File: src/hw/rtl/serial_setpoint_step_pulse_generator_core_assert.svh
// Assertion macros shared by the serial setpoint step-pulse generator RTL.
// Each macro expects clk_i in scope; SSPG_ASSERT also expects rst_ni.
`ifndef SERIAL_SETPOINT_STEP_PULSE_GENERATOR_CORE_ASSERT_SVH
`define SERIAL_SETPOINT_STEP_PULSE_GENERATOR_CORE_ASSERT_SVH

// Check a property on every clock edge outside reset.
`define SSPG_ASSERT(label, prop, msg) \
  label: assert property (@(posedge clk_i) disable iff (!rst_ni) (prop)) else $error(msg);

// Check a property on every clock edge, reset included.
`define SSPG_ASSERT_ALWAYS(label, prop, msg) \
  label: assert property (@(posedge clk_i) (prop)) else $error(msg);

`endif

File: src/hw/rtl/sspg_pkg.sv
// ----------------------------------------------------------------------------
// sspg_pkg
// Shared types and constants of the serial setpoint step-pulse generator.
// ----------------------------------------------------------------------------
package sspg_pkg;

  // Input opcodes
  localparam logic OP_BYTE = 1'b0;
  localparam logic OP_TICK = 1'b1;

  // Configuration register indexes
  localparam logic [1:0] REG_DEADBAND  = 2'd0;
  localparam logic [1:0] REG_DIR_THRES = 2'd1;
  localparam logic [1:0] REG_PULSE_LIM = 2'd2;

  // Configuration reset values
  localparam logic [15:0] DEADBAND_RST  = 16'd10;
  localparam logic [15:0] DIR_THRES_RST = 16'd140;
  localparam logic [15:0] PULSE_LIM_RST = 16'd3000;

  // Default queue depths
  localparam int unsigned CMD_QUEUE_DEPTH = 2;
  localparam int unsigned RES_QUEUE_DEPTH = 2;

  // Command kinds produced by the front end
  typedef enum logic [1:0] {
    CMD_BYTE   = 2'd0,
    CMD_SAMPLE = 2'd1,
    CMD_TICK   = 2'd2
  } cmd_kind_e;

  typedef struct packed {
    cmd_kind_e          kind;
    logic signed [31:0] setpoint;
  } cmd_t;

  typedef struct packed {
    logic               step_level;
    logic               direction;
    logic               running;
    logic               new_sample;
    logic signed [31:0] setpoint;
  } res_t;

endpackage

File: src/hw/rtl/serial_setpoint_step_pulse_generator_core.sv
// ----------------------------------------------------------------------------
// serial_setpoint_step_pulse_generator_core
// Serial float setpoint receiver driving a step-pulse run generator.
// ----------------------------------------------------------------------------
// Accepts one transaction per clock (a serial byte or a timer tick) while the
// command queue is not full, and returns exactly one result for each, in order.
// A transaction is classified and converted combinationally by the front end,
// registered in the command queue, executed by the back end when the result
// queue has room, and registered in the result queue, which drives the result
// ports. Throughput is one transaction per cycle while the queues do not stall;
// stalls on pop propagate to full only once both queues have filled.
// Configuration registers: 0 deadband, 1 direction threshold, 2 pulse limit.
module serial_setpoint_step_pulse_generator_core #(
  parameter int unsigned CmdDepth = sspg_pkg::CMD_QUEUE_DEPTH,
  parameter int unsigned ResDepth = sspg_pkg::RES_QUEUE_DEPTH
) (
  input  logic               clk_i,
  input  logic               rst_ni,
  input  logic               cfg_we_i,
  input  logic [1:0]         cfg_addr_i,
  input  logic [15:0]        cfg_wdata_i,
  input  logic               push,
  output logic               full,
  input  logic               opcode_i,
  input  logic [7:0]         rx_byte_i,
  output logic               empty,
  input  logic               pop,
  output logic               step_level_o,
  output logic               direction_o,
  output logic               running_o,
  output logic               new_sample_o,
  output logic signed [31:0] setpoint_o
);

  import sspg_pkg::*;

  logic accept;
  cmd_t front_cmd;
  cmd_t back_cmd;
  logic cmd_empty;
  logic res_full;
  logic back_fire;
  res_t back_res;
  res_t out_res;

  assign accept    = push && !full;
  assign back_fire = !cmd_empty && !res_full;

  // Classify and convert incoming transactions
  sspg_front u_front (
    .clk_i     (clk_i),
    .rst_ni    (rst_ni),
    .accept_i  (accept),
    .opcode_i  (opcode_i),
    .rx_byte_i (rx_byte_i),
    .cmd_o     (front_cmd)
  );

  // Decouple front and back
  sspg_fifo #(
    .Width ($bits(cmd_t)),
    .Depth (CmdDepth)
  ) u_cmd_fifo (
    .clk_i     (clk_i),
    .rst_ni    (rst_ni),
    .wr_en_i   (push),
    .wr_data_i (front_cmd),
    .full_o    (full),
    .rd_en_i   (back_fire),
    .rd_data_o (back_cmd),
    .empty_o   (cmd_empty)
  );

  // Execute commands
  sspg_back u_back (
    .clk_i       (clk_i),
    .rst_ni      (rst_ni),
    .cfg_we_i    (cfg_we_i),
    .cfg_addr_i  (cfg_addr_i),
    .cfg_wdata_i (cfg_wdata_i),
    .fire_i      (back_fire),
    .cmd_i       (back_cmd),
    .res_o       (back_res)
  );

  // Hold results until popped
  sspg_fifo #(
    .Width ($bits(res_t)),
    .Depth (ResDepth)
  ) u_res_fifo (
    .clk_i     (clk_i),
    .rst_ni    (rst_ni),
    .wr_en_i   (back_fire),
    .wr_data_i (back_res),
    .full_o    (res_full),
    .rd_en_i   (pop),
    .rd_data_o (out_res),
    .empty_o   (empty)
  );

  assign step_level_o = out_res.step_level;
  assign direction_o  = out_res.direction;
  assign running_o    = out_res.running;
  assign new_sample_o = out_res.new_sample;
  assign setpoint_o   = out_res.setpoint;

endmodule

File: src/hw/rtl/sspg_fifo.sv
// ----------------------------------------------------------------------------
// sspg_fifo
// Small first-in first-out queue with push/pop handshakes on both sides.
// ----------------------------------------------------------------------------
module sspg_fifo #(
  parameter int unsigned Width = 8,
  parameter int unsigned Depth = 2
) (
  input  logic             clk_i,
  input  logic             rst_ni,
  input  logic             wr_en_i,
  input  logic [Width-1:0] wr_data_i,
  output logic             full_o,
  input  logic             rd_en_i,
  output logic [Width-1:0] rd_data_o,
  output logic             empty_o
);

  localparam int unsigned PtrW = (Depth > 1) ? $clog2(Depth) : 1;
  localparam int unsigned CntW = $clog2(Depth + 1);

  logic [Width-1:0] mem_q [Depth];
  logic [PtrW-1:0]  wr_ptr_q, wr_ptr_d;
  logic [PtrW-1:0]  rd_ptr_q, rd_ptr_d;
  logic [CntW-1:0]  cnt_q, cnt_d;
  logic             wr_fire, rd_fire;

  assign full_o    = (cnt_q == CntW'(Depth));
  assign empty_o   = (cnt_q == '0);
  assign wr_fire   = wr_en_i && !full_o;
  assign rd_fire   = rd_en_i && !empty_o;
  assign rd_data_o = mem_q[rd_ptr_q];

  // Advance pointers and occupancy
  always_comb begin
    wr_ptr_d = wr_ptr_q;
    rd_ptr_d = rd_ptr_q;
    cnt_d    = cnt_q;
    if (wr_fire) begin
      wr_ptr_d = (wr_ptr_q == PtrW'(Depth - 1)) ? '0 : wr_ptr_q + 1'b1;
    end
    if (rd_fire) begin
      rd_ptr_d = (rd_ptr_q == PtrW'(Depth - 1)) ? '0 : rd_ptr_q + 1'b1;
    end
    if (wr_fire && !rd_fire) begin
      cnt_d = cnt_q + 1'b1;
    end else if (rd_fire && !wr_fire) begin
      cnt_d = cnt_q - 1'b1;
    end
  end

  always_ff @(posedge clk_i or negedge rst_ni) begin
    if (!rst_ni) begin
      wr_ptr_q <= '0;
      rd_ptr_q <= '0;
      cnt_q    <= '0;
    end else begin
      wr_ptr_q <= wr_ptr_d;
      rd_ptr_q <= rd_ptr_d;
      cnt_q    <= cnt_d;
    end
  end

  // Store incoming transaction
  always_ff @(posedge clk_i) begin
    if (wr_fire) begin
      mem_q[wr_ptr_q] <= wr_data_i;
    end
  end

`include "serial_setpoint_step_pulse_generator_core_assert.svh"

  `SSPG_ASSERT(a_cnt_bound, cnt_q <= CntW'(Depth), "queue occupancy exceeds depth")
  `SSPG_ASSERT(a_wr_not_empty, (wr_fire && !rd_fire) |=> !empty_o, "write lost in queue")
  `SSPG_ASSERT(a_ptr_gap,
               (cnt_q != '0 && cnt_q != CntW'(Depth)) |-> (wr_ptr_q != rd_ptr_q),
               "pointers collide while partly filled")

endmodule

File: src/hw/rtl/sspg_front.sv
// ----------------------------------------------------------------------------
// sspg_front
// Collects serial bytes into single floats, converts them to integer
// setpoints and classifies each transaction into a command.
// ----------------------------------------------------------------------------
module sspg_front (
  input  logic               clk_i,
  input  logic               rst_ni,
  input  logic               accept_i,
  input  logic               opcode_i,
  input  logic [7:0]         rx_byte_i,
  output sspg_pkg::cmd_t     cmd_o
);

  import sspg_pkg::*;

  logic [1:0]  idx_q, idx_d;
  logic [23:0] store_q, store_d;

  // Truncate an IEEE single toward zero with saturation; NaN gives zero
  function automatic logic [31:0] float_to_int(input logic [31:0] bits);
    logic        sgn;
    logic [7:0]  ex;
    logic [22:0] man;
    logic [31:0] base;
    logic [31:0] mag;
    logic [7:0]  lsh;
    logic [7:0]  rsh;
    sgn  = bits[31];
    ex   = bits[30:23];
    man  = bits[22:0];
    base = {8'd0, 1'b1, man};
    lsh  = ex - 8'd150;
    rsh  = 8'd150 - ex;
    if (ex == 8'd255 && man != '0) begin
      float_to_int = '0;
    end else if (ex >= 8'd158) begin
      float_to_int = sgn ? 32'h8000_0000 : 32'h7FFF_FFFF;
    end else if (ex < 8'd127) begin
      float_to_int = '0;
    end else begin
      if (ex >= 8'd150) begin
        mag = base << lsh[2:0];
      end else begin
        mag = base >> rsh[4:0];
      end
      float_to_int = sgn ? (32'd0 - mag) : mag;
    end
  endfunction

  // Classify the transaction and assemble bytes
  always_comb begin
    idx_d          = idx_q;
    store_d        = store_q;
    cmd_o.kind     = CMD_TICK;
    cmd_o.setpoint = '0;
    if (opcode_i == OP_BYTE) begin
      if (idx_q != 2'd3) begin
        cmd_o.kind = CMD_BYTE;
        store_d    = store_q | ({16'd0, rx_byte_i} << {idx_q, 3'b000});
        idx_d      = idx_q + 2'd1;
      end else begin
        cmd_o.kind     = CMD_SAMPLE;
        cmd_o.setpoint = float_to_int({rx_byte_i, store_q});
        store_d        = '0;
        idx_d          = '0;
      end
    end
  end

  always_ff @(posedge clk_i or negedge rst_ni) begin
    if (!rst_ni) begin
      idx_q   <= '0;
      store_q <= '0;
    end else if (accept_i) begin
      idx_q   <= idx_d;
      store_q <= store_d;
    end
  end

`include "serial_setpoint_step_pulse_generator_core_assert.svh"

  `SSPG_ASSERT(a_idx_wrap, (accept_i && opcode_i == OP_BYTE && idx_q == 2'd3) |=> (idx_q == 2'd0 && store_q == '0), "byte assembly not restarted after a float")
  `SSPG_ASSERT(a_tick_hold, (accept_i && opcode_i == OP_TICK) |=> ($stable(idx_q) && $stable(store_q)), "tick disturbed byte assembly")
  `SSPG_ASSERT(a_idle_hold, !accept_i |=> $stable(idx_q), "byte index moved without a transaction")

endmodule

File: src/hw/rtl/sspg_back.sv
// ----------------------------------------------------------------------------
// sspg_back
// Executes commands: deadband test, run start, step toggling and counting,
// and builds one result per command. Holds the configuration registers.
// ----------------------------------------------------------------------------
module sspg_back (
  input  logic               clk_i,
  input  logic               rst_ni,
  input  logic               cfg_we_i,
  input  logic [1:0]         cfg_addr_i,
  input  logic [15:0]        cfg_wdata_i,
  input  logic               fire_i,
  input  sspg_pkg::cmd_t     cmd_i,
  output sspg_pkg::res_t     res_o
);

  import sspg_pkg::*;

  logic [15:0]        deadband_q;
  logic [15:0]        thres_q;
  logic [15:0]        limit_q;

  logic signed [31:0] cur_q, cur_d;
  logic signed [31:0] last_q, last_d;
  logic [15:0]        tick_q, tick_d;
  logic               run_q, run_d;
  logic               phase_q, phase_d;
  logic               step_q, step_d;
  logic               dir_q, dir_d;

  logic signed [32:0] diff;
  logic [32:0]        diff_mag;
  logic [15:0]        tick_inc;

  // Configuration writes
  always_ff @(posedge clk_i or negedge rst_ni) begin
    if (!rst_ni) begin
      deadband_q <= DEADBAND_RST;
      thres_q    <= DIR_THRES_RST;
      limit_q    <= PULSE_LIM_RST;
    end else if (cfg_we_i) begin
      case (cfg_addr_i)
        REG_DEADBAND:  deadband_q <= cfg_wdata_i;
        REG_DIR_THRES: thres_q    <= cfg_wdata_i;
        REG_PULSE_LIM: limit_q    <= cfg_wdata_i;
        default: ;
      endcase
    end
  end

  assign diff     = {cmd_i.setpoint[31], cmd_i.setpoint} - {last_q[31], last_q};
  assign diff_mag = diff[32] ? 33'(-diff) : 33'(diff);
  assign tick_inc = tick_q + 16'd1;

  // Apply one command to the run state
  always_comb begin
    cur_d   = cur_q;
    last_d  = last_q;
    tick_d  = tick_q;
    run_d   = run_q;
    phase_d = phase_q;
    step_d  = step_q;
    dir_d   = dir_q;
    case (cmd_i.kind)
      CMD_SAMPLE: begin
        cur_d = cmd_i.setpoint;
        if (diff_mag > {17'd0, deadband_q}) begin
          tick_d = '0;
          run_d  = 1'b1;
          last_d = cmd_i.setpoint;
          if (cmd_i.setpoint < $signed({{16{thres_q[15]}}, thres_q})) begin
            dir_d = 1'b1;
          end
        end
      end
      CMD_TICK: begin
        if (run_q) begin
          step_d  = phase_q;
          phase_d = ~phase_q;
          tick_d  = tick_inc;
          if (tick_inc >= limit_q) begin
            tick_d = '0;
            run_d  = 1'b0;
          end
        end
      end
      default: ;
    endcase
  end

  always_ff @(posedge clk_i or negedge rst_ni) begin
    if (!rst_ni) begin
      cur_q   <= '0;
      last_q  <= '0;
      tick_q  <= '0;
      run_q   <= 1'b0;
      phase_q <= 1'b0;
      step_q  <= 1'b0;
      dir_q   <= 1'b0;
    end else if (fire_i) begin
      cur_q   <= cur_d;
      last_q  <= last_d;
      tick_q  <= tick_d;
      run_q   <= run_d;
      phase_q <= phase_d;
      step_q  <= step_d;
      dir_q   <= dir_d;
    end
  end

  // Result reflects the state after this command
  always_comb begin
    res_o.step_level = step_d;
    res_o.direction  = dir_d;
    res_o.running    = run_d;
    res_o.new_sample = (cmd_i.kind == CMD_SAMPLE);
    res_o.setpoint   = cur_d;
  end

`include "serial_setpoint_step_pulse_generator_core_assert.svh"

  `SSPG_ASSERT(a_dir_sticky, dir_q |=> dir_q, "direction latch cleared")
  `SSPG_ASSERT_ALWAYS(a_idle_count, !run_q |-> (tick_q == '0), "tick count nonzero while idle")
  `SSPG_ASSERT(a_idle_tick, (fire_i && cmd_i.kind == CMD_TICK && !run_q) |=> ($stable(step_q) && $stable(phase_q)), "idle tick moved the step output")

endmodule

File: config.mk
export PLATFORM = sky130hd
export DESIGN_NAME = serial_setpoint_step_pulse_generator_core
export DESIGN_NICKNAME = d
export VERILOG_FILES = /design/src/hw/rtl/sspg_pkg.sv /design/src/hw/rtl/serial_setpoint_step_pulse_generator_core.sv /design/src/hw/rtl/sspg_fifo.sv /design/src/hw/rtl/sspg_front.sv /design/src/hw/rtl/sspg_back.sv
export VERILOG_INCLUDE_DIRS = /design/src /design/src/hw/rtl
export SDC_FILE = /design/constraint.sdc
export NUM_CORES = 1
export LEC_CHECK = 0
export BUFFER_PORTS_ARGS = -buffer_cell sky130_fd_sc_hd__buf_4
export CORE_MARGIN = 5
export CORE_UTILIZATION = 45
export DETAILED_ROUTE_END_ITERATION = 7
export PLACE_DENSITY = 0.74
export SLEW_MARGIN = 20
export SYNTH_ARGS = -nofsm -noshare
export SYNTH_HDL_FRONTEND = slang
export SYNTH_SLANG_ARGS = --single-unit
File: constraint.sdc
create_clock -name clk_i -period 7.1 [get_ports clk_i]
set_clock_uncertainty 0.05 [all_clocks]
set_input_delay 1.42 -clock clk_i [delete_from_list [all_inputs] [get_ports clk_i]]
set_output_delay 1.42 -clock clk_i [all_outputs]
set_load 0.05 [all_outputs]
==> metrics.cfg, run 1 <==
[clock_network]
numClockSinks = 306
cts_tree = done
clk_pin_slew_ns = 0.06
clk_latency_ns = 0.53
h-tree-depth = 2
clockRootBuffer = clkbuf_16
cts_made_buffers = 35
cts_hold_buf = 0
cts_max_path_buffers = 3

[timing]
tightest_slew_ns = 1.15
rsz0062_at_grt = no
slew_headroom = 0.227
setup_viol = 0
fmax_mhz = 149
final_hold_viol_count = 0
fin_crit_ns = 6.72
finalCritPeriodShare = 0.946
finalSetupTns_ns = 0
holdWs_ns = 0.424
slew_viol_final = 0

[global_route]
grt_pass1_wl_mm = 88.4
grt_max_degree = 87
grt_util_all_layers = 0.218
antenna_found_initial = 0
grt-ovfl-total = 0
grt_pass1_vias = 16207

[worst_hold_path]
min_path_type = register to register

[synthesis]
synthesis.nets = 2258
synth_edf_count = 140
yosys_warnings = 0
synth-compound-area-share = 0.151
synth_fa_ha_area_frac = 0.0669
synth_cells = 2117
netlist_area_um2 = 20500
seq_area_frac_synth = 0.409
syn_area_per_cell_um2 = 9.68
synth_mux_area_frac = 0.141
synth_top_family_by_area = compound AO/OA/AOI/OAI gates
synth_seq_cells = 306
synth-simple-area-share = 0.151
synth-async-reset-ratio = 0.542
ys_types = 95
synthXorXnorAreaFrac = 0.0333
ys_dominant_reg_cell = dfrtp_1

[cells_and_area]
antenna_cells = 0
final_cell_mix = nand2_1, nor2_1, buf_4, a21oi_1, dfrtp_1
nNetsFinal = 2345
drive_gt1_frac = 0.175
area_growth_pct = 13.7
final_common_cell = nand2_1

[floorplanning]
initial_utilization = 0.453
top_level_ports = 70
die_x_um = 223
dieArea_um2 = 49900
core_region_area_um2 = 45200
die_h_um = 223
row_count = 78

[setup_path]
crit_arrival_ns = 7.05
r2r_start = u_cmd_fifo.rd_ptr_q
crit_path_max_fanout = 22
cpMostUsedCell = buf_4
worstSetupPathType = register to register
rr_endpoint = u_back.last_q[28]
crit_start = u_cmd_fifo.rd_ptr_q
crit_path_top_delay_cell = dfrtp_4
slowest_delay_ns = 0.53
path_delay_family = compound AO/OA/AOI/OAI gates
cp.depth = 29
crit_end = u_back.last_q[28]
start_kind = register
critPathCaptureType = register
rrSetupSlack_ns = 0.38
worst-path-buf-inv = 4
crit_required_ns = 7.43
reg2reg_depth = 29

[outcome]
status = complete, no violations

[place]
port_buffers = 69
hpwl_mm = 43.1
routabilityCongestion = 0.967

[job]
drv_cap = 0

[drt]
drc = 0
dr.pass1.iters = 8
post_drt_via_cell_ratio = 5.90
num_vias = 16716
drt_iter0_drc = 1625
final_antenna_net_count = 0
totalWireLength_mm = 56.7
wl_per_cell_um = 20.0

## metrics by stage
step                      cells  worst slack [ns]  instance area (um^2)  utilization
final                      2831             0.380                 23300        0.515
after global routing       2831            0.0157                 23300        0.515
after CTS                  2823            0.0335                 23200        0.513
after detailed placement   2759            0.0925                 22000        0.487
after global placement     2759             0.305                 22000        0.487
after floorplan            2117            0.0770                 20500            -
## logic make-up after synthesis
| family | after synthesis |
|---|---|
| compound gates | 490 |
| xor+xnor | 77 |
| fa+ha+maj | 109 |
| buf+inv | 252 |
| flops | 306 |
| mux | 248 |
| simple gates | 635 |
## sequential cells by signal, indices dropped and copies added, names as in the netlist, 16 cells and up
register,cells
u_res_fifo.mem_q,72
u_cmd_fifo.mem_q,68
u_back.cur_q,32
u_back.last_q,32
u_front.store_q,24
u_back.deadband_q,16
u_back.limit_q,16
u_back.thres_q,16
u_back.tick_q,16
## Yosys cell counts (5+ instances only)
master,n,area share
a211o_1,6,0.0026
a211oi_1,14,0.0051
a21o_1,25,0.0092
a21oi_1,156,0.038
a22o_1,9,0.0038
a22oi_1,6,0.0022
a31oi_1,9,0.0027
and2_1,16,0.0049
and3_1,14,0.0043
buf_1,11,0.0020
buf_6,5,0.0027
clkbuf_1,90,0.016
dfrtp_1,154,0.19
dfstp_2,12,0.015
edfxtp_1,140,0.21
ha_1,108,0.066
inv_1,141,0.026
mux2_2,103,0.057
mux2i_1,122,0.060
mux4_2,23,0.025
nand2_1,200,0.037
nand2b_1,20,0.0061
nand3_1,41,0.010
nand3b_1,8,0.0029
nand4_1,33,0.010
nor2_1,181,0.033
nor2b_1,22,0.0067
nor3_1,20,0.0049
nor3b_1,6,0.0022
nor4_1,19,0.0058
o211ai_1,13,0.0048
o21a_1,19,0.0070
o21ai_0,107,0.026
o21ai_1,17,0.0042
o21bai_1,6,0.0022
o22a_1,11,0.0047
o22ai_1,12,0.0037
o31a_1,5,0.0021
o31ai_1,18,0.0066
o41ai_1,5,0.0021
or2_2,5,0.0015
or3_1,14,0.0043
xnor2_1,47,0.020
xor2_1,29,0.012
## area by class of cell
class                   count  area, um^2
fillers                  3968       21900
multi-input cells        1559       11200
flip-flops and latches    306        8380
repair buffers            160        1240
clock buffers              46         958
well taps                 600         751
inverters                 142         533
clock inverters            18         215
## what timing repair did
item	CTS	global route
buffers inserted	0	7
resized for setup	0	6
endpoints found under the setup margin	0	54
## metal layers
layer  up-vias  global-route usage  share of wire
met5         -                   0              0
met4         0              0.0860          0.045
met3       142              0.0387          0.059
met2       582               0.376           0.49
met1      8133               0.273           0.41
li1       7859                   -              -
## how the worst min path moves through the flow
stage,cells past startpoint,from,to,slack (ns)
floorplan,1,u_back.dir_q,u_back.dir_q,0.39
global placement,1,u_back.dir_q,u_back.dir_q,0.40
detailed placement,2,u_back.cur_q[1],u_back.cur_q[1],0.41
CTS,2,u_back.cur_q[13],u_back.cur_q[13],0.43
global route,1,u_res_fifo.rd_ptr_q,u_res_fifo.rd_ptr_q,0.43
finish,2,u_back.cur_q[8],u_back.cur_q[8],0.42
## worst register-to-register path, delay by kind of cell (launching register included)
family                   cells  cell delay (ns)
XOR/XNOR                     1             0.18
AO/OA/AOI/OAI               12             2.30
flip-flops                   1             0.53
AND/OR/NAND/NOR              7             1.41
buffers and inverters        4             0.82
adder cells (fa/ha/maj)      3             0.97
multiplexers                 2             0.31
Power of run 1 is not shown: default switching activity piles up to over one toggle a cycle in this logic, so the estimate is an artifact.
==> run 2, diff against run 1 <==
- CELL_PAD_IN_SITES_DETAIL_PLACEMENT: not set -> 1
- CELL_PAD_IN_SITES_GLOBAL_PLACEMENT: not set -> 2
- CORE_UTILIZATION: 45 -> 37
- PLACE_DENSITY: 0.74 -> 0.88
==> run 2 against run 1 <==
  * Global-route usage is 1.5 points lower
  * Critical path depth grew 1
  * Final cell count is 4.2% higher
  * Register-to-register slack improved by 0.06 ns
  * Sequential cell count unchanged
  * Maximum frequency is 0.92% higher
  * Die area grew 21%
  * Clock-buffer cell count fell by 3
==> metrics.cfg, run 2 (synthesized netlist as in run 1, its figures left out) <==
[cells_and_area]
largest_reg_flops = 72  ; unchanged
top_regs = u_res_fifo.mem_q (72), u_cmd_fifo.mem_q (68)  ; unchanged
area_growth_pct = 13.7  ; about the same
final_common_cell = nand2_1  ; unchanged
antenna_cells = 0  ; unchanged
multi_input_area_um2 = 11200  ; about the same
nNetsFinal = 2317  ; was 2345
regMostFlops = u_res_fifo.mem_q  ; unchanged
drive_gt1_frac = 0.170  ; was 0.175
final_cell_mix = nand2_1, nor2_1, a21oi_1, dfrtp_1, inv_1  ; was nand2_1, nor2_1, buf_4, a21oi_1, dfrtp_1
regArea_um2 = 8380  ; about the same
fillers = 6187  ; was 3968

[global_route]
grt_util_all_layers = 0.203  ; was 0.218
grt_max_degree = 131  ; was 87
grt-ovfl-total = 0  ; unchanged
grt_pass1_vias = 17620  ; was 16.2k
antenna_found_initial = 0  ; unchanged
grt_pass1_wl_mm = 98.6  ; was 88.4 mm

[floorplanning]
die_h_um = 245  ; was 223 um
row_count = 86  ; was 78
die_x_um = 245  ; was 223 um
dieArea_um2 = 60200  ; was 49900 um^2
initial_utilization = 0.373  ; was 0.453
core_region_area_um2 = 55000  ; was 45200 um^2
top_level_ports = 70  ; unchanged

[timing]
fmax_mhz = 150  ; was 149 MHz
final_hold_viol_count = 0  ; unchanged
setup_viol = 0  ; unchanged
finalCritPeriodShare = 0.938  ; was 0.946
rsz0062_at_grt = no  ; unchanged
fin_crit_ns = 6.66  ; was 6.72 ns
tightest_slew_ns = 1.06  ; was 1.15 ns
slew_headroom = 0.277  ; was 0.227
slew_viol_final = 0  ; unchanged
finalSetupTns_ns = 0  ; unchanged

[setup_path]
cpMostUsedCell = buf_4  ; unchanged
crit_path_max_fanout = 15  ; was 22
start_kind = register  ; unchanged
crit_arrival_ns = 7.01  ; was 7.05 ns
crit_path_top_delay_cell = dfrtp_2  ; was dfrtp_4
worstSetupPathType = register to register  ; unchanged
critPathCaptureType = register  ; unchanged
slowest_delay_ns = 0.47  ; was 0.53 ns
crit_required_ns = 7.45  ; was 7.43 ns

[place]
routabilityCongestion = 0.935  ; was 0.967
hpwl_mm = 47.2  ; was 43.1 mm
port_buffers = 69  ; unchanged

[clock_network]
clk_latency_ns = 0.56  ; was 0.53 ns
cts_made_buffers = 36  ; was 35
cts_max_path_buffers = 3  ; unchanged
clockRootBuffer = clkbuf_16  ; unchanged
cts_tree = done  ; unchanged
clk_pin_slew_ns = 0.07  ; was 0.06 ns
numClockSinks = 306  ; unchanged
cts_hold_buf = 0  ; unchanged
h-tree-depth = 2  ; unchanged

[drt]
final_antenna_net_count = 0  ; unchanged
drc = 0  ; unchanged
dr.pass1.iters = 5  ; was 8
post_drt_via_cell_ratio = 5.59  ; was 5.90
wl_per_cell_um = 21.1  ; was 20.0 um
totalWireLength_mm = 62.2  ; was 56.7 mm
num_vias = 16478  ; was 16.7k
drt_iter0_drc = 843  ; was 1625

[worst_hold_path]
min_path_type = register to register  ; unchanged

[outcome]
status = complete, no violations  ; unchanged

[job]
drv_cap = 0  ; unchanged

-- run 2: cell count changes in the layout (fill, tap and decap cells not counted), moves of 5 or more --
cell | previous run | this run
ha_2 | 1 | 6
buf_4 | 157 | 128
clkbuf_1 | 8 | 3
mux2i_1 | 121 | 116
ha_1 | 107 | 102
mux2i_2 | 1 | 6
-- run 2: worst max-delay path, delay by kind of cell, from the launching register on --
| family | cells | cell delay (ns) |
|---|---|---|
| AO/OA/AOI/OAI | 11 | 1.91 |
| AND/OR/NAND/NOR | 8 | 1.74 |
| buffers and inverters | 6 | 1.05 |
| adder cells (fa/ha/maj) | 2 | 0.73 |
| flip-flops | 1 | 0.47 |
| multiplexers | 2 | 0.35 |
| XOR/XNOR | 1 | 0.16 |
-- run 2: worst paths after layout --
kind                                     start                  end  slack (ns)  cells past startpoint
max                        u_cmd_fifo.rd_ptr_q    u_back.last_q[20]        0.44                     30
min                               u_back.dir_q         u_back.dir_q        0.42                      1
max reg2reg                u_cmd_fifo.rd_ptr_q    u_back.last_q[20]        0.44                     30
min reg2reg                       u_back.dir_q         u_back.dir_q        0.42                      1
max in group asynchronous               rst_ni  u_front.store_q[23]        5.09                      2
min in group asynchronous               rst_ni   u_back.thres_q[12]        0.73                      1
-- run 2: final cells by class --
type | count | share of cell area
clock buffer | 43 | 0.0425
sequential | 306 | 0.360
clock inverter | 21 | 0.00908
multi-input combinational | 1559 | 0.482
tap | 748 | 0.0402
inverter | 142 | 0.0229
timing repair buffer | 131 | 0.0435
-- run 2: timing repair --
action / 4_1_cts / 5_1_grt
setup endpoints to repair: 0 / 54
setup buffers: 0 / 4
gates resized for setup: 0 / 15
-- run 2: through the flow --
stage / instance area [um^2] / utilization / setup WS, ns / hold WS [ns] / cells
after global placement: 22000 / 0.400 / 0.204 / 0.400 / 2882
after global routing: 23300 / 0.424 / 0.0119 / 0.435 / 2950
final: 23300 / 0.424 / 0.442 / 0.420 / 2950
after floorplan: 20500 / - / 0.0770 / 0.388 / 2117
after CTS: 23200 / 0.422 / 0.160 / 0.425 / 2946
after detailed placement: 22000 / 0.400 / 0.205 / 0.412 / 2882
-- run 2: metal layers --
layer | global-route usage | part of all wire
met5 | 0 | 0
met4 | 0.0653 | 0.032
met3 | 0.0263 | 0.032
met2 | 0.369 | 0.51
met1 | 0.251 | 0.42
Power of run 2 is left out for the same reason.
==> run 3, diff against run 2 <==
- ABC_AREA: not set -> 1
- CORE_UTILIZATION: 37 -> 33
- PLACE_DENSITY: 0.88 -> 0.87
==> run 3 against run 2 <==
  * Area after synthesis increased by 0.99%
  * Critical path depth increased by 12
  * Global-route usage decreased by 0.22 points
  * Clock-buffer cell count increased by 11
  * Die area increased by 13%
  * Register-to-register slack improved by 0.24 ns
  * Critical path type unchanged
  * First-iteration DRC count increased by 31%
==> metrics.cfg, run 3 <==
[outcome]
status = complete, no violations  ; unchanged

[clock_network]
numClockSinks = 306  ; unchanged
cts_resized = 0  ; unchanged
cts_max_path_buffers = 3  ; unchanged
cts_made_buffers = 39  ; was 36
h-tree-depth = 2  ; unchanged
clockRootBuffer = clkbuf_16  ; unchanged
cts_hold_buf = 0  ; unchanged
post_cts_buffers = 0  ; unchanged
clk_pin_slew_ns = 0.06  ; was 0.07 ns
clk_latency_ns = 0.56  ; about the same
cts_tree = done  ; unchanged

[setup_path]
crit_path_max_fanout = 60  ; was 15
slowest_delay_ns = 0.55  ; was 0.47 ns
r2r_start = u_cmd_fifo.rd_ptr_q  ; unchanged
crit_arrival_ns = 6.84  ; was 7.01 ns
cpMostUsedCell = nand2_1  ; was buf_4
rrSetupSlack_ns = 0.69  ; was 0.44 ns
start_kind = register  ; unchanged
crit_path_top_delay_cell = inv_4  ; was dfrtp_2
rr_endpoint = u_back.last_q[19]  ; was u_back.last_q[20]
crit_required_ns = 7.52  ; was 7.45 ns
worstSetupPathType = register to register  ; unchanged
critPathCaptureType = register  ; unchanged
reg2reg_depth = 42  ; was 30

[timing]
finalCritPeriodShare = 0.903  ; was 0.938
slew_headroom = 0.307  ; was 0.277
slew_viol_final = 0  ; unchanged
fin_crit_ns = 6.41  ; was 6.66 ns
tightest_slew_ns = 1.03  ; was 1.06 ns
rsz0062_at_grt = no  ; unchanged
setup_viol = 0  ; unchanged
finalSetupTns_ns = 0  ; unchanged
fmax_mhz = 156  ; was 150 MHz
final_hold_viol_count = 0  ; unchanged

[floorplanning]
die_h_um = 260  ; was 245 um
initial_utilization = 0.334  ; was 0.373
core_region_area_um2 = 61900  ; was 55000 um^2
dieArea_um2 = 67800  ; was 60200 um^2
row_count = 91  ; was 86
top_level_ports = 70  ; unchanged
die_x_um = 260  ; was 245 um

[synthesis]
yosys_warnings = 0  ; unchanged
synth_top_area_frac = 0.203  ; was 0.205
ys_dominant_reg_cell = dfrtp_1  ; unchanged
synth_area_leaders = edfxtp_1, dfrtp_1, nand2_1  ; was edfxtp_1, dfrtp_1, ha_1
seq_area_frac_synth = 0.405  ; was 0.409
synth_cells = 2874  ; was 2117
synth-async-reset-ratio = 0.542  ; unchanged
synth_edf_count = 140  ; unchanged
synth_seq_cells = 306  ; unchanged
synth_largest_area_cell = edfxtp_1  ; unchanged
synthTopCellsByCount = nand2_1, inv_1, o21ai_0, nor2_1, dfrtp_1  ; was nand2_1, nor2_1, a21oi_1, dfrtp_1, inv_1
ys_types = 55  ; was 95
synthesis.nets = 3015  ; was 2258
syn_area_per_cell_um2 = 7.20  ; was 9.68 um^2
netlist_area_um2 = 20700  ; was 20500 um^2
synth_most_common_cell = nand2_1  ; unchanged

[cells_and_area]
regMostFlops = u_res_fifo.mem_q  ; unchanged
fillers = 7759  ; was 6187
largest_reg_flops = 72  ; unchanged
final_common_cell = nand2_1  ; unchanged
drive_gt1_frac = 0.0878  ; was 0.170
area_growth_pct = 12.9  ; was 13.7%
antenna_cells = 0  ; unchanged
final_cell_mix = nand2_1, inv_1, o21ai_0, nor2_1, dfrtp_1  ; was nand2_1, nor2_1, a21oi_1, dfrtp_1, inv_1
top_regs = u_res_fifo.mem_q (72), u_cmd_fifo.mem_q (68)  ; unchanged
nNetsFinal = 3050  ; was 2317

[place]
routabilityCongestion = 0.905  ; was 0.935
port_buffers = 69  ; unchanged
hpwl_mm = 53.4  ; was 47.2 mm

[global_route]
grt-ovfl-total = 0  ; unchanged
grt_pass1_wl_mm = 110  ; was 98.6 mm
antenna_found_initial = 2  ; was 0
grt_pass1_vias = 19371  ; was 17.6k
grt_max_degree = 144  ; was 131
grt_util_all_layers = 0.201  ; was 0.203

[job]
drv_cap = 0  ; unchanged

[worst_hold_path]
hold-path-endpoint = u_back.dir_q  ; unchanged
hold_start = u_back.dir_q  ; unchanged
hold_depth = 2  ; was 1
min_path_type = register to register  ; unchanged

[drt]
final_antenna_net_count = 0  ; unchanged
drc = 0  ; unchanged
post_drt_via_cell_ratio = 5.01  ; was 5.59
drt_iter0_drc = 1101  ; was 843
dr.pass1.iters = 5  ; unchanged
wl_per_cell_um = 18.2  ; was 21.1 um
totalWireLength_mm = 68.7  ; was 62.2 mm
num_vias = 18900  ; was 16.5k

[run 3: cell type report]
cell class | count | area [um^2] | area share
Multi-Input combinational cell | 2058 | 10300 | 0.443
Inverter | 415 | 1570 | 0.0670
Tap cell | 837 | 1050 | 0.0448
Clock buffer | 54 | 1100 | 0.0473
Sequential cell | 306 | 8370 | 0.358
Timing Repair Buffer | 89 | 709 | 0.0304
Clock inverter | 17 | 221 | 0.00948
[run 3: critical path: cells and delay by family (launching register included)]
family                   cells  cell delay [ns]
XOR/XNOR                     1             0.16
adder cells (fa/ha/maj)      3             0.93
AND/OR/NAND/NOR             26             2.64
buffers and inverters        8             1.74
AO/OA/AOI/OAI                4             0.38
flip-flops                   1             0.38
[run 3: worst max path at each step]
stage / startpoint / endpoint / slack [ns] / cells past startpoint
2_1_floorplan: u_cmd_fifo.rd_ptr_q / u_back.last_q[6] / 2.16 / 44
3_3_place_gp: u_cmd_fifo.rd_ptr_q / u_back.tick_q[6] / 0.78 / 39
3_5_place_dp: u_cmd_fifo.rd_ptr_q / u_back.tick_q[7] / 0.55 / 40
4_1_cts: u_cmd_fifo.rd_ptr_q / u_back.last_q[19] / 0.52 / 42
5_1_grt: u_cmd_fifo.rd_ptr_q / u_back.tick_q[7] / 0.07 / 40
6_report: u_cmd_fifo.rd_ptr_q / u_back.last_q[19] / 0.69 / 42
[run 3: per-layer routing]
layer	wire length [um]	vias to the layer above	global-route usage
met5	13	-	0
li1	-	9342	-
met4	1430	2	0.0445
met1	32100	9213	0.270
met3	2280	78	0.0255
met2	32900	265	0.348
[run 3: logic make-up (layout without fill, tap and decap cells)]
logic type,count (synthesis),in the layout,synth area share
flip-flops,306,306,0.405
AO/OA/AOI/OAI,504,504,0.135
multiplexers,1,1,0.000484
buffers and inverters,510,575,0.0976
adder cells (fa/ha/maj),109,109,0.0663
XOR/XNOR,37,37,0.0160
AND/OR/NAND/NOR,1407,1407,0.280
[run 3: per-stage QoR]
| stage | hold slack, ns | instances | setup WS, ns | area (um^2) | utilization |
|---|---|---|---|---|---|
| after global routing | 0.440 | 3776 | 0.0679 | 23400 | 0.377 |
| after global placement | 0.395 | 3703 | 0.781 | 22000 | 0.355 |
| after floorplan | 0.377 | 2874 | 2.16 | 20700 | - |
| after CTS | 0.427 | 3774 | 0.524 | 23300 | 0.376 |
| after detailed placement | 0.413 | 3703 | 0.550 | 22000 | 0.355 |
| final | 0.428 | 3776 | 0.686 | 23400 | 0.377 |
Power of run 3 is left out for the same reason.
